`src/rtl/pot_pkg.sv`:
```
package pot_pkg;

    localparam int unsigned CoordWidth  = 32;
    localparam int unsigned SizeWidth   = 31;
    localparam int unsigned OrientWidth = 4;
    localparam int unsigned ModeWidth   = 2;
    localparam int unsigned CfgIdxWidth = 3;

    // Orientation codes.
    localparam logic [OrientWidth-1:0] ORIENT_NONE = 4'd0;
    localparam logic [OrientWidth-1:0] ORIENT_R0   = 4'd1;
    localparam logic [OrientWidth-1:0] ORIENT_R180 = 4'd2;
    localparam logic [OrientWidth-1:0] ORIENT_R90  = 4'd3;
    localparam logic [OrientWidth-1:0] ORIENT_R270 = 4'd4;
    localparam logic [OrientWidth-1:0] ORIENT_MY   = 4'd5;
    localparam logic [OrientWidth-1:0] ORIENT_MX   = 4'd6;
    localparam logic [OrientWidth-1:0] ORIENT_MX90 = 4'd7;
    localparam logic [OrientWidth-1:0] ORIENT_MY90 = 4'd8;

    // Request modes.
    localparam logic [ModeWidth-1:0] MODE_FWD_POINT = 2'd0;
    localparam logic [ModeWidth-1:0] MODE_INV_POINT = 2'd1;
    localparam logic [ModeWidth-1:0] MODE_FWD_RECT  = 2'd2;

    // Configuration register indexes.
    localparam logic [CfgIdxWidth-1:0] CFG_ORIENT   = 3'd0;
    localparam logic [CfgIdxWidth-1:0] CFG_ORIGIN_X = 3'd1;
    localparam logic [CfgIdxWidth-1:0] CFG_ORIGIN_Y = 3'd2;
    localparam logic [CfgIdxWidth-1:0] CFG_WIDTH    = 3'd3;
    localparam logic [CfgIdxWidth-1:0] CFG_HEIGHT   = 3'd4;

    typedef struct packed {
        logic [OrientWidth-1:0] orient;
        logic [CoordWidth-1:0]  origin_x;
        logic [CoordWidth-1:0]  origin_y;
        logic [SizeWidth-1:0]   width;
        logic [SizeWidth-1:0]   height;
    } t_pot_cfg;

endpackage

```
`src/rtl/pot_cfg.sv`:
```
module pot_cfg
    import pot_pkg::*;
(
    input  logic                   i_clk,
    input  logic                   i_rst_n,
    input  logic                   i_cfg_valid,
    input  logic [CfgIdxWidth-1:0] i_cfg_index,
    input  logic [CoordWidth-1:0]  i_cfg_data,
    output t_pot_cfg               o_cfg
);

    t_pot_cfg r_cfg;
    t_pot_cfg n_cfg;

    always_comb begin
        n_cfg = r_cfg;
        if (i_cfg_valid) begin
            case (i_cfg_index)
                CFG_ORIENT:   n_cfg.orient   = i_cfg_data[OrientWidth-1:0];
                CFG_ORIGIN_X: n_cfg.origin_x = i_cfg_data;
                CFG_ORIGIN_Y: n_cfg.origin_y = i_cfg_data;
                CFG_WIDTH:    n_cfg.width    = i_cfg_data[SizeWidth-1:0];
                CFG_HEIGHT:   n_cfg.height   = i_cfg_data[SizeWidth-1:0];
                default:      n_cfg          = r_cfg;
            endcase
        end
    end

    always_ff @(posedge i_clk) begin
        if (!i_rst_n) begin
            r_cfg <= '0;
        end else begin
            r_cfg <= n_cfg;
        end
    end

    assign o_cfg = r_cfg;

endmodule

```
`src/rtl/pot_map.sv`:
```
module pot_map
    import pot_pkg::*;
(
    input  t_pot_cfg              i_cfg,
    input  logic                  i_inverse,
    input  logic [CoordWidth-1:0] i_x,
    input  logic [CoordWidth-1:0] i_y,
    output logic [CoordWidth-1:0] o_x,
    output logic [CoordWidth-1:0] o_y
);

    logic [CoordWidth-1:0] dx, dy, ndx, ndy, w, h, ox, oy;

    assign ox  = i_cfg.origin_x;
    assign oy  = i_cfg.origin_y;
    assign w   = {1'b0, i_cfg.width};
    assign h   = {1'b0, i_cfg.height};
    assign dx  = i_x - ox;
    assign dy  = i_y - oy;
    assign ndx = '0 - dx;
    assign ndy = '0 - dy;

    always_comb begin
        o_x = i_x;
        o_y = i_y;
        if (i_inverse) begin
            case (i_cfg.orient)
                ORIENT_R0:   begin o_x = dx;     o_y = dy;     end
                ORIENT_R180: begin o_x = w - dx; o_y = h - dy; end
                ORIENT_R90:  begin o_x = dy;     o_y = h - dx; end
                ORIENT_R270: begin o_x = w - dy; o_y = dx;     end
                ORIENT_MY:   begin o_x = w - dx; o_y = dy;     end
                ORIENT_MX:   begin o_x = dx;     o_y = h - dy; end
                ORIENT_MX90: begin o_x = dy;     o_y = dx;     end
                ORIENT_MY90: begin o_x = w - dy; o_y = h - dx; end
                default:     begin o_x = i_x;    o_y = i_y;    end
            endcase
        end else begin
            // Forward R0 leaves the point as it is, like the unplaced code.
            case (i_cfg.orient)
                ORIENT_R180: begin o_x = ndx + w + ox; o_y = ndy + h + oy; end
                ORIENT_R90:  begin o_x = ndy + h + ox; o_y = dx + oy;      end
                ORIENT_R270: begin o_x = dy + ox;      o_y = ndx + w + oy; end
                ORIENT_MY:   begin o_x = ndx + w + ox; o_y = dy + oy;      end
                ORIENT_MX:   begin o_x = dx + ox;      o_y = ndy + h + oy; end
                ORIENT_MX90: begin o_x = dy + ox;      o_y = dx + oy;      end
                ORIENT_MY90: begin o_x = ndy + h + ox; o_y = ndx + w + oy; end
                default:     begin o_x = i_x;          o_y = i_y;          end
            endcase
        end
    end

endmodule

```
`src/rtl/placement_orientation_transform.sv`:
```
// Placement orientation transform. Each request carries a mode and up to two
// points; the block maps them by the configured orientation, origin and cell
// size and returns one result per request. Mode 0 maps a point forward into
// placed coordinates, mode 1 maps a point back to cell-master coordinates,
// and mode 2 maps both corners of a rectangle forward and returns its signed
// minimum and maximum corners; in point modes the second result corner is
// zero, and mode 3 returns all zeros. Arithmetic wraps at 32 bits. The block
// takes one request every clock cycle while its results are taken: a request
// is captured in an input register, mapped by two point-mapping units and the
// rectangle min/max compare in the next cycle, and held in an output
// register, from which the result is offered until it is taken. Both channels
// use valid/ready; a stalled result holds the pipeline, and the input register
// still takes a request while the output register is being emptied.
// Configuration writes are taken in every cycle and must only be issued while
// no request is in flight.
module placement_orientation_transform
    import pot_pkg::*;
(
    input  logic                   i_clk,
    input  logic                   i_rst_n,

    input  logic                   i_cfg_valid,
    output logic                   o_cfg_ready,
    input  logic [CfgIdxWidth-1:0] i_cfg_index,
    input  logic [CoordWidth-1:0]  i_cfg_data,

    input  logic                   i_in_valid,
    output logic                   o_in_ready,
    input  logic [ModeWidth-1:0]   i_mode,
    input  logic [CoordWidth-1:0]  i_in_x0,
    input  logic [CoordWidth-1:0]  i_in_y0,
    input  logic [CoordWidth-1:0]  i_in_x1,
    input  logic [CoordWidth-1:0]  i_in_y1,

    output logic                   o_out_valid,
    input  logic                   i_out_ready,
    output logic [CoordWidth-1:0]  o_out_x0,
    output logic [CoordWidth-1:0]  o_out_y0,
    output logic [CoordWidth-1:0]  o_out_x1,
    output logic [CoordWidth-1:0]  o_out_y1
);

    t_pot_cfg cfg;

    // Input stage.
    logic                  r_in_valid;
    logic [ModeWidth-1:0]  r_mode;
    logic [CoordWidth-1:0] r_x0, r_y0, r_x1, r_y1;

    // Output stage; r_out_rect marks a rectangle result.
    logic                  r_out_valid;
    logic                  r_out_rect;
    logic [CoordWidth-1:0] r_out_x0, r_out_y0, r_out_x1, r_out_y1;
    logic [CoordWidth-1:0] n_out_x0, n_out_y0, n_out_x1, n_out_y1;

    logic                  advance;
    logic                  in_accept;
    logic [CoordWidth-1:0] ax, ay, bx, by;

    // The configuration registers never stall a write.
    assign o_cfg_ready = 1'b1;

    pot_cfg u_cfg (
        .i_clk       (i_clk),
        .i_rst_n     (i_rst_n),
        .i_cfg_valid (i_cfg_valid),
        .i_cfg_index (i_cfg_index),
        .i_cfg_data  (i_cfg_data),
        .o_cfg       (cfg)
    );

    // The first unit serves points of both directions and the first corner of
    // a rectangle; the second unit maps the second corner only.
    pot_map u_map_a (
        .i_cfg     (cfg),
        .i_inverse (r_mode == MODE_INV_POINT),
        .i_x       (r_x0),
        .i_y       (r_y0),
        .o_x       (ax),
        .o_y       (ay)
    );

    pot_map u_map_b (
        .i_cfg     (cfg),
        .i_inverse (1'b0),
        .i_x       (r_x1),
        .i_y       (r_y1),
        .o_x       (bx),
        .o_y       (by)
    );

    // The output register loads whenever it is empty or being drained.
    assign advance    = !r_out_valid || i_out_ready;
    assign o_in_ready = !r_in_valid || advance;
    assign in_accept  = i_in_valid && o_in_ready;

    always_comb begin
        n_out_x0 = '0;
        n_out_y0 = '0;
        n_out_x1 = '0;
        n_out_y1 = '0;
        case (r_mode)
            MODE_FWD_POINT, MODE_INV_POINT: begin
                n_out_x0 = ax;
                n_out_y0 = ay;
            end
            MODE_FWD_RECT: begin
                n_out_x0 = ($signed(bx) < $signed(ax)) ? bx : ax;
                n_out_y0 = ($signed(by) < $signed(ay)) ? by : ay;
                n_out_x1 = ($signed(ax) < $signed(bx)) ? bx : ax;
                n_out_y1 = ($signed(ay) < $signed(by)) ? by : ay;
            end
            default: begin
                n_out_x0 = '0;
            end
        endcase
    end

    always_ff @(posedge i_clk) begin
        if (!i_rst_n) begin
            r_in_valid  <= 1'b0;
            r_out_valid <= 1'b0;
        end else begin
            if (in_accept) begin
                r_in_valid <= 1'b1;
            end else if (advance) begin
                r_in_valid <= 1'b0;
            end
            if (advance) begin
                r_out_valid <= r_in_valid;
            end
        end
    end

    always_ff @(posedge i_clk) begin
        if (in_accept) begin
            r_mode <= i_mode;
            r_x0   <= i_in_x0;
            r_y0   <= i_in_y0;
            r_x1   <= i_in_x1;
            r_y1   <= i_in_y1;
        end
        if (advance) begin
            r_out_rect <= (r_mode == MODE_FWD_RECT);
            r_out_x0   <= n_out_x0;
            r_out_y0   <= n_out_y0;
            r_out_x1   <= n_out_x1;
            r_out_y1   <= n_out_y1;
        end
    end

    assign o_out_valid = r_out_valid;
    assign o_out_x0    = r_out_x0;
    assign o_out_y0    = r_out_y0;
    assign o_out_x1    = r_out_x1;
    assign o_out_y1    = r_out_y1;

    // A held request in the input stage is not overwritten while stalled.
    a_in_hold: assert property (@(posedge i_clk) disable iff (!i_rst_n)
        (r_in_valid && !advance) |=> (r_in_valid && $stable(r_x0) && $stable(r_mode)))
        else $error("input stage lost a stalled request");

    // A request in the input stage moves to the output stage when it advances.
    a_forward: assert property (@(posedge i_clk) disable iff (!i_rst_n)
        (r_in_valid && advance) |=> r_out_valid)
        else $error("request dropped between stages");

    // Rectangle results are ordered corners.
    a_rect_order: assert property (@(posedge i_clk) disable iff (!i_rst_n)
        (r_out_valid && r_out_rect) |->
            ($signed(r_out_x0) <= $signed(r_out_x1) &&
             $signed(r_out_y0) <= $signed(r_out_y1)))
        else $error("rectangle corners out of order");

    // Point results leave the second corner at zero.
    a_point_zero: assert property (@(posedge i_clk) disable iff (!i_rst_n)
        (r_out_valid && !r_out_rect) |-> (r_out_x1 == '0 && r_out_y1 == '0))
        else $error("point result with nonzero second corner");

endmodule
```
`config.mk`:
```
export PLATFORM = sky130hd
export DESIGN_NAME = placement_orientation_transform
export DESIGN_NICKNAME = d
export VERILOG_FILES = /design/src/rtl/pot_pkg.sv /design/src/rtl/pot_cfg.sv /design/src/rtl/pot_map.sv /design/src/rtl/placement_orientation_transform.sv
export SDC_FILE = /design/constraint.sdc
export NUM_CORES = 2
export LEC_CHECK = 0
export BUFFER_PORTS_ARGS = -buffer_cell sky130_fd_sc_hd__buf_2
export CORE_ASPECT_RATIO = 0.5
export CORE_MARGIN = 8
export CORE_UTILIZATION = 45
export CTS_CLUSTER_SIZE = 30
export DETAILED_ROUTE_END_ITERATION = 12
export PLACE_DENSITY_LB_ADDON = 0.25
export SETUP_SLACK_MARGIN = 0.5
export SLEW_MARGIN = 30
export SYNTH_ARGS = -nofsm -noshare
export SYNTH_HDL_FRONTEND = slang
export SYNTH_SLANG_ARGS = --single-unit
```
`constraint.sdc`:
```
create_clock -name i_clk -period 12.7 [get_ports i_clk]
set_clock_uncertainty 0.05 [all_clocks]
set_input_delay 0.635 -clock i_clk [delete_from_list [all_inputs] [get_ports i_clk]]
set_output_delay 0.635 -clock i_clk [all_outputs]
set_load 0.01 [all_outputs]
```
# == Yosys cells after proc, flatten, opt, wreduce, memory -nomap -nowiden ==
# Cells that the tools add are included.
# totals
in_bits,170
latchBits,0
mem_bits_rw,0
romBits,0
ff_bits,390
out_inout_bits,131
word_cells,104
mem_count,0
# classes
eq_ne,14
order_cmp,4
n_addsub,32
shifts,0
bitwise,0
n_reduce_logical,22
n_mux,16
div_mod_pow,0
mul,0
# ops
cell,count
$pmux 32 s4,6
$add 32x32->32,16
$mux 32,6
$add 32x31->32,4
$lt 32x32->1,4
$pmux 32 s2,2
$sub 1x32->32 const A,4
$sub 31x32->32,4
$sub 32x32->32,4
$reduce_or 2->1,9
$eq 4x3->1 const B,4
$reduce_and 2->1,5
$eq 4x2->1 const B,2
$eq 3x2->1 const B,2
$eq 4x1->1 const B,1
$eq 4x4->1 const B,1
$eq 3x1->1 const B,1
$eq 3x3->1 const B,1
$logic_not 3->1,1
$eq 2x1->1 const B,1
$eq 2x2->1 const B,1
$logic_not 1->1,2
$logic_not 2->1,1
$logic_or 1x1->1,2
other kinds (3),4

# == Logic depth before layout (Yosys ltp) ==
# depth
word_depth,9
mapped_depth,54
mapped_depth_nobuf,52

# == Modules after synthesis ==
# A second synthesis with hierarchy kept.
# hier_totals
hier_cells,6307
hier_area_um2,49779.0
# modules_own_cells
mod,seq_area_each_um2,n_inst,area_each_um2,cells_per_inst
pot_map at u_map_a,0.0,1,17174.0,2603
pot_map at u_map_b,0.0,1,16781.1,2557
placement_orientation_transform,7787.5,1,11056.9,687
pot_cfg,2602.5,1,4767.1,460

# == Worst setup path after synthesis ==
# No wires, ideal clock.
# synth_timing
kind,flip-flop to flip-flop
start,"register u_cfg.r_cfg, in the netlist u_cfg.o_cfg[63]"
end,"register r_out_x0[25] (netlist: o_out_x0[25]), data pin"
period_less_slack_ps,9524
stages_incl_launch_ff,49
path_slack_ps,3176
required_ps,12382
t_arrival_ps,9205
path_cell_list,dfxtp_1 > inv_1 > ha_1 > nor2b_1 > o31a_1 > a21oi_1 > inv_1 > ha_1 > o21a_1 > o31a_1 > o41a_1 > o41ai_2 > a31oi_1 > o31a_1 > maj3_1 > nor2_1 > nor2_1 > maj3_1 > [13 not listed] > o21ai_0 > a21oi_1 > xnor2_1 > xor2_1 > o22ai_1 > ha_1 > nand4_1 > inv_1 > nand4_1 > nor3_1 > a21oi_1 > o2111ai_1 > and3_1 > clkbuf_1 > o21ai_2 > buf_2 > a31oi_1 > o31ai_1
# synth_between
elab_chain_cells,9
elab_cells_between_ends,18
classes_between,add/sub: 11; order compare: 1; mux: 6
# synth_rtl
element,line_no,source
from (decl),pot_cfg.sv:12,t_pot_cfg r_cfg;
from (signal assigned),pot_cfg.sv:33,r_cfg <= n_cfg;
$sub 32x32->32,pot_map.sv:19,assign dy = i_y - oy;
$sub 1x32->32,pot_map.sv:21,assign ndy = '0 - dy;
$add 32x31->32,"pot_map.sv:42, pot_map.sv:47",
$add 32x32->32,"pot_map.sv:42, pot_map.sv:47",
$pmux 32 s4,pot_map.sv:40,case (i_cfg.orient)
$mux 32,pot_map.sv:26,if (i_inverse) begin
$lt 32x32->1,placement_orientation_transform.sv:108,n_out_x0 = ($signed(bx) < $signed(ax)) ? bx : ax;
$mux 32,placement_orientation_transform.sv:108,
$pmux 32 s2 (*),placement_orientation_transform.sv:102,case (r_mode)
named net n_out_x0[25],placement_orientation_transform.sv:54,"logic [CoordWidth-1:0] n_out_x0, n_out_y0, n_out_x1, n_out_y1;"
to (signal assigned),placement_orientation_transform.sv:145,r_out_x0 <= n_out_x0;
to (decl),placement_orientation_transform.sv:53,"logic [CoordWidth-1:0] r_out_x0, r_out_y0, r_out_x1, r_out_y1;"
# The timed path passes the listed nets; every way through them passes the cells marked *.
# A chain may end at the register's enable or synchronous reset.

# == Worst setup path in the final report ==
# layout_timing
start,register r_y0[10]
end,"register r_out_x0[7] (netlist: o_out_x0[7]), data pin"
# layout_between
elab_chain_cells,9
elab_cells_between_ends,12
classes_between,add/sub: 6; order compare: 1; mux: 5
# layout_rtl
element,line_no,source
from (decl),placement_orientation_transform.sv:48,"logic [CoordWidth-1:0] r_x0, r_y0, r_x1, r_y1;"
from (signal assigned),placement_orientation_transform.sv:139,r_y0 <= i_in_y0;
$sub 32x32->32 (*),pot_map.sv:19,
$sub 1x32->32,pot_map.sv:21,
$add 32x31->32,"pot_map.sv:42, pot_map.sv:47",
$add 32x32->32,"pot_map.sv:42, pot_map.sv:47",
$pmux 32 s4,pot_map.sv:40,
$mux 32 (*),pot_map.sv:26,
$lt 32x32->1 (*),placement_orientation_transform.sv:108,
$mux 32 (*),placement_orientation_transform.sv:108,
$pmux 32 s2 (*),placement_orientation_transform.sv:102,
named net n_out_x0[7],placement_orientation_transform.sv:54,
# Marks and branches as above.

==> results.cfg <==
[finish]
final_util = 0.508
layout_commonest_cell = a21oi_1
area_growth_syn_to_layout_pct = 12.3
layout-drive-gt1-share = 0.118
finish.net_count = 6497
final_cell_mix = a21oi_1 (570), nand2_1 (542), ha_1 (489), nor2_1 (465), o21ai_0 (307)

[logic_synthesis]
async_reset_ff_frac = 0
synth.cell_area_um2 = 44000
ys_warn_count = 0
synth_edf_count = 258
ys_types = 102
synth_area_per_cell_um2 = 7.91
synthCells = 5567
synth_fp_nets = 6241
ys.flop_type = edfxtp_1
synth-seq-cells = 390
ys_seq_area_frac = 0.236

[sta]
fin_crit_sh = 0.934
setup_viol = 0
drv_slew = 0
hold_violations = 0
min_period_ns = 11.86
rsz0062_at_grt = false
worst_pin_slew_ns = 1.27
relSlewSlack = 0.148
max_clock_freq_ghz = 0.0843
fin_tns_setup_ns = 0

[global_routing]
grt_pass1_wl_um = 321000
antenna_found_initial = 11
overflow = 0
grt_pass1_vias = 43000
track_usage = 0.409
grt_max_degree = 77

[setup_path]
crit_fanout = 25
cp_data_required_time_ns = 13.03
cp_data_arrival_time_ns = 12.19
worstSetupEndpoint = o_out_x0[7]
slowest_delay_ns = 1.01
crit_start = r_y0[10]
r2r-start = r_y0[10]
rr_worst_depth = 39
r2r_end = o_out_x0[7]
cp_slowest_cell = o31ai_1
crit_type = register to register
ff2ff_setup_slack_ns = 0.84
cp-start-kind = register
worstSetupEndpointType = register

[clock_network]
htreeDepth = 2
cts.sink_count = 390
root_buffer = clkbuf_16
cts_made_buffers = 43
cts_tree = yes
cts.hold.buffers_added = 0
clock_path_buffers = 3
clk_pin_slew_worst_paths_ns = 0.07
clock_latency_ns = 0.69
postCtsSetupBuffers = 0

[floorplanning]
coreArea_um2 = 97400
die_x_um = 458
rows = 81
die_y_um = 237
die-area_um2 = 109000
start_util = 0.452
io_pins = 301

[drt]
drt_iter0_markers = 7765
ant_nets = 0
route.detailed.drc = 0
wire_per_inst_um = 32.9
firstDrtPassIters = 8
routed_via_density = 6.75
wirelength_um = 237000
num_vias = 48600

[pwr]
p_per_area_nw_per_um2 = 117
leakagePower_nw = 21.3
ir_worst_vdd_v = 0.000104

[status]
outcome = complete, no violations

[placement]
gp_congestion = 1.10
dp_hpwl_um = 192000
portBuffers = 299

[worst_hold_path]
hold_class = primary input to register

[job]
cap_viol_max_count = 0
worst max-delay path, delay by kind of cell, from the launching register on:
family	cells	cell delay, ns
AOI/OAI and AO/OA	19	5.76
xor gates and xnor gates	3	0.74
adders and majority gates	4	1.82
buffers and inverters	4	0.60
DFF	1	0.52
and+or+nand+nor	9	2.03
kinds of logic (layout without fill, tap and decap cells):
family	Yosys count	count (layout)	synth area share
other	1	20	0.0000851
flip-flops	390	390	0.236
AND/OR/NAND/NOR	1595	1595	0.166
buffers and inverters	548	838	0.0473
AO/OA/AOI/OAI	2115	2115	0.321
multiplexers	39	39	0.00895
XOR/XNOR	363	363	0.0727
adder cells (fa/ha/maj)	516	516	0.148
cells in the mapped netlist (14+ instances only):
cell type	n	area (um^2)
xor2_1	137	1200
a211oi_1	114	856
nor3_1	77	385
a211o_1	23	201
and2_1	38	238
clkbuf_1	204	766
a21oi_1	577	2890
o21bai_1	45	338
a21boi_0	142	1070
o2bb2ai_1	32	280
o21ai_1	18	90.1
dfxtp_1	132	2640
nand4_1	35	219
fa_1	14	280
edfxtp_1	258	7750
xnor2_1	224	1960
nand2_1	550	2060
buf_1	28	105
ha_1	490	6130
o211ai_1	31	233
nand3_1	85	425
o21a_1	89	668
or2_2	26	163
o31ai_1	44	330
a221oi_1	61	534
a221o_1	22	220
nor4_1	14	87.6
nor2b_1	76	475
o31a_1	23	201
a31oi_1	58	363
a222oi_1	14	140
a21o_1	172	1290
mux2i_1	36	360
nand2b_1	84	526
buf_2	19	95.1
o22ai_1	61	382
o21ai_0	323	1620
nor2_1	477	1790
inv_1	294	1100
or3_1	34	213
o221ai_1	64	561
and3_1	42	263
a22oi_1	48	360
worst min path at each step:
| stage | startpoint | to | slack [ns] | cells past startpoint |
|---|---|---|---|---|
| after floorplan | u_cfg.o_cfg[0] | u_cfg.o_cfg[0] | 0.39 | 2 |
| after global placement | u_cfg.o_cfg[0] | u_cfg.o_cfg[0] | 0.40 | 2 |
| after detailed placement | u_cfg.o_cfg[0] | u_cfg.o_cfg[0] | 0.41 | 2 |
| after CTS | i_in_y0[20] | r_y0[20] | 0.08 | 1 |
| after global routing | i_in_y0[20] | r_y0[20] | 0.09 | 1 |
| final | i_in_y0[20] | r_y0[20] | 0.09 | 1 |
state kept, by name, indices dropped and copies added, names as in the netlist, 32 cells and up:
signal,cells
u_cfg.o_cfg,130
o_out_x0,32
o_out_x1,32
o_out_y0,32
o_out_y1,32
r_x0,32
r_x1,32
r_y0,32
r_y1,32
cell type report:
cell class | instances | area [um^2]
fill | 9277 | 47900
antenna | 19 | 47.5
sequential | 390 | 10400
clock inverter | 33 | 380
tap | 1328 | 1660
multi-input combinational | 4629 | 32000
timing repair buffer | 463 | 2760
inverter | 296 | 1110
clock buffer | 46 | 1090
per-stage QoR:
step / hold WS, ns / total power, mW / std cells / cell area (um^2) / setup slack [ns]
final: 0.0877 / 5.76 / 7204 / 49500 / 0.837
after detailed placement: 0.412 / 4.13 / 7105 / 47700 / 0.770
after global placement: 0.404 / 4.10 / 7104 / 47600 / 1.07
after floorplan: 0.393 / 3.07 / 5567 / 44000 / 3.18
after global routing: 0.0881 / 5.89 / 7188 / 49400 / 0.515
after CTS: 0.0752 / 5.53 / 7184 / 49200 / 0.673
where the power goes:
group	internal [mW]	total, mW	switching, mW
logic	0.876	2.78	1.90
clock network	0.753	1.41	0.656
registers	1.48	1.57	0.0915
total	3.11	5.76	2.65
routing by layer:
layer / track usage / part of all wire
met3: 0.330 / 0.22
met5: 0.110 / 0.0080
met2: 0.451 / 0.32
met1: 0.580 / 0.43
met4: 0.0669 / 0.019
timing repair:
| item | CTS | global route |
|---|---|---|
| resized for setup | 0 | 36 |
| setup endpoints to repair | 0 | 128 |
| hold endpoints to repair | 0 | 0 |
Power figures use the tool's default switching activity.
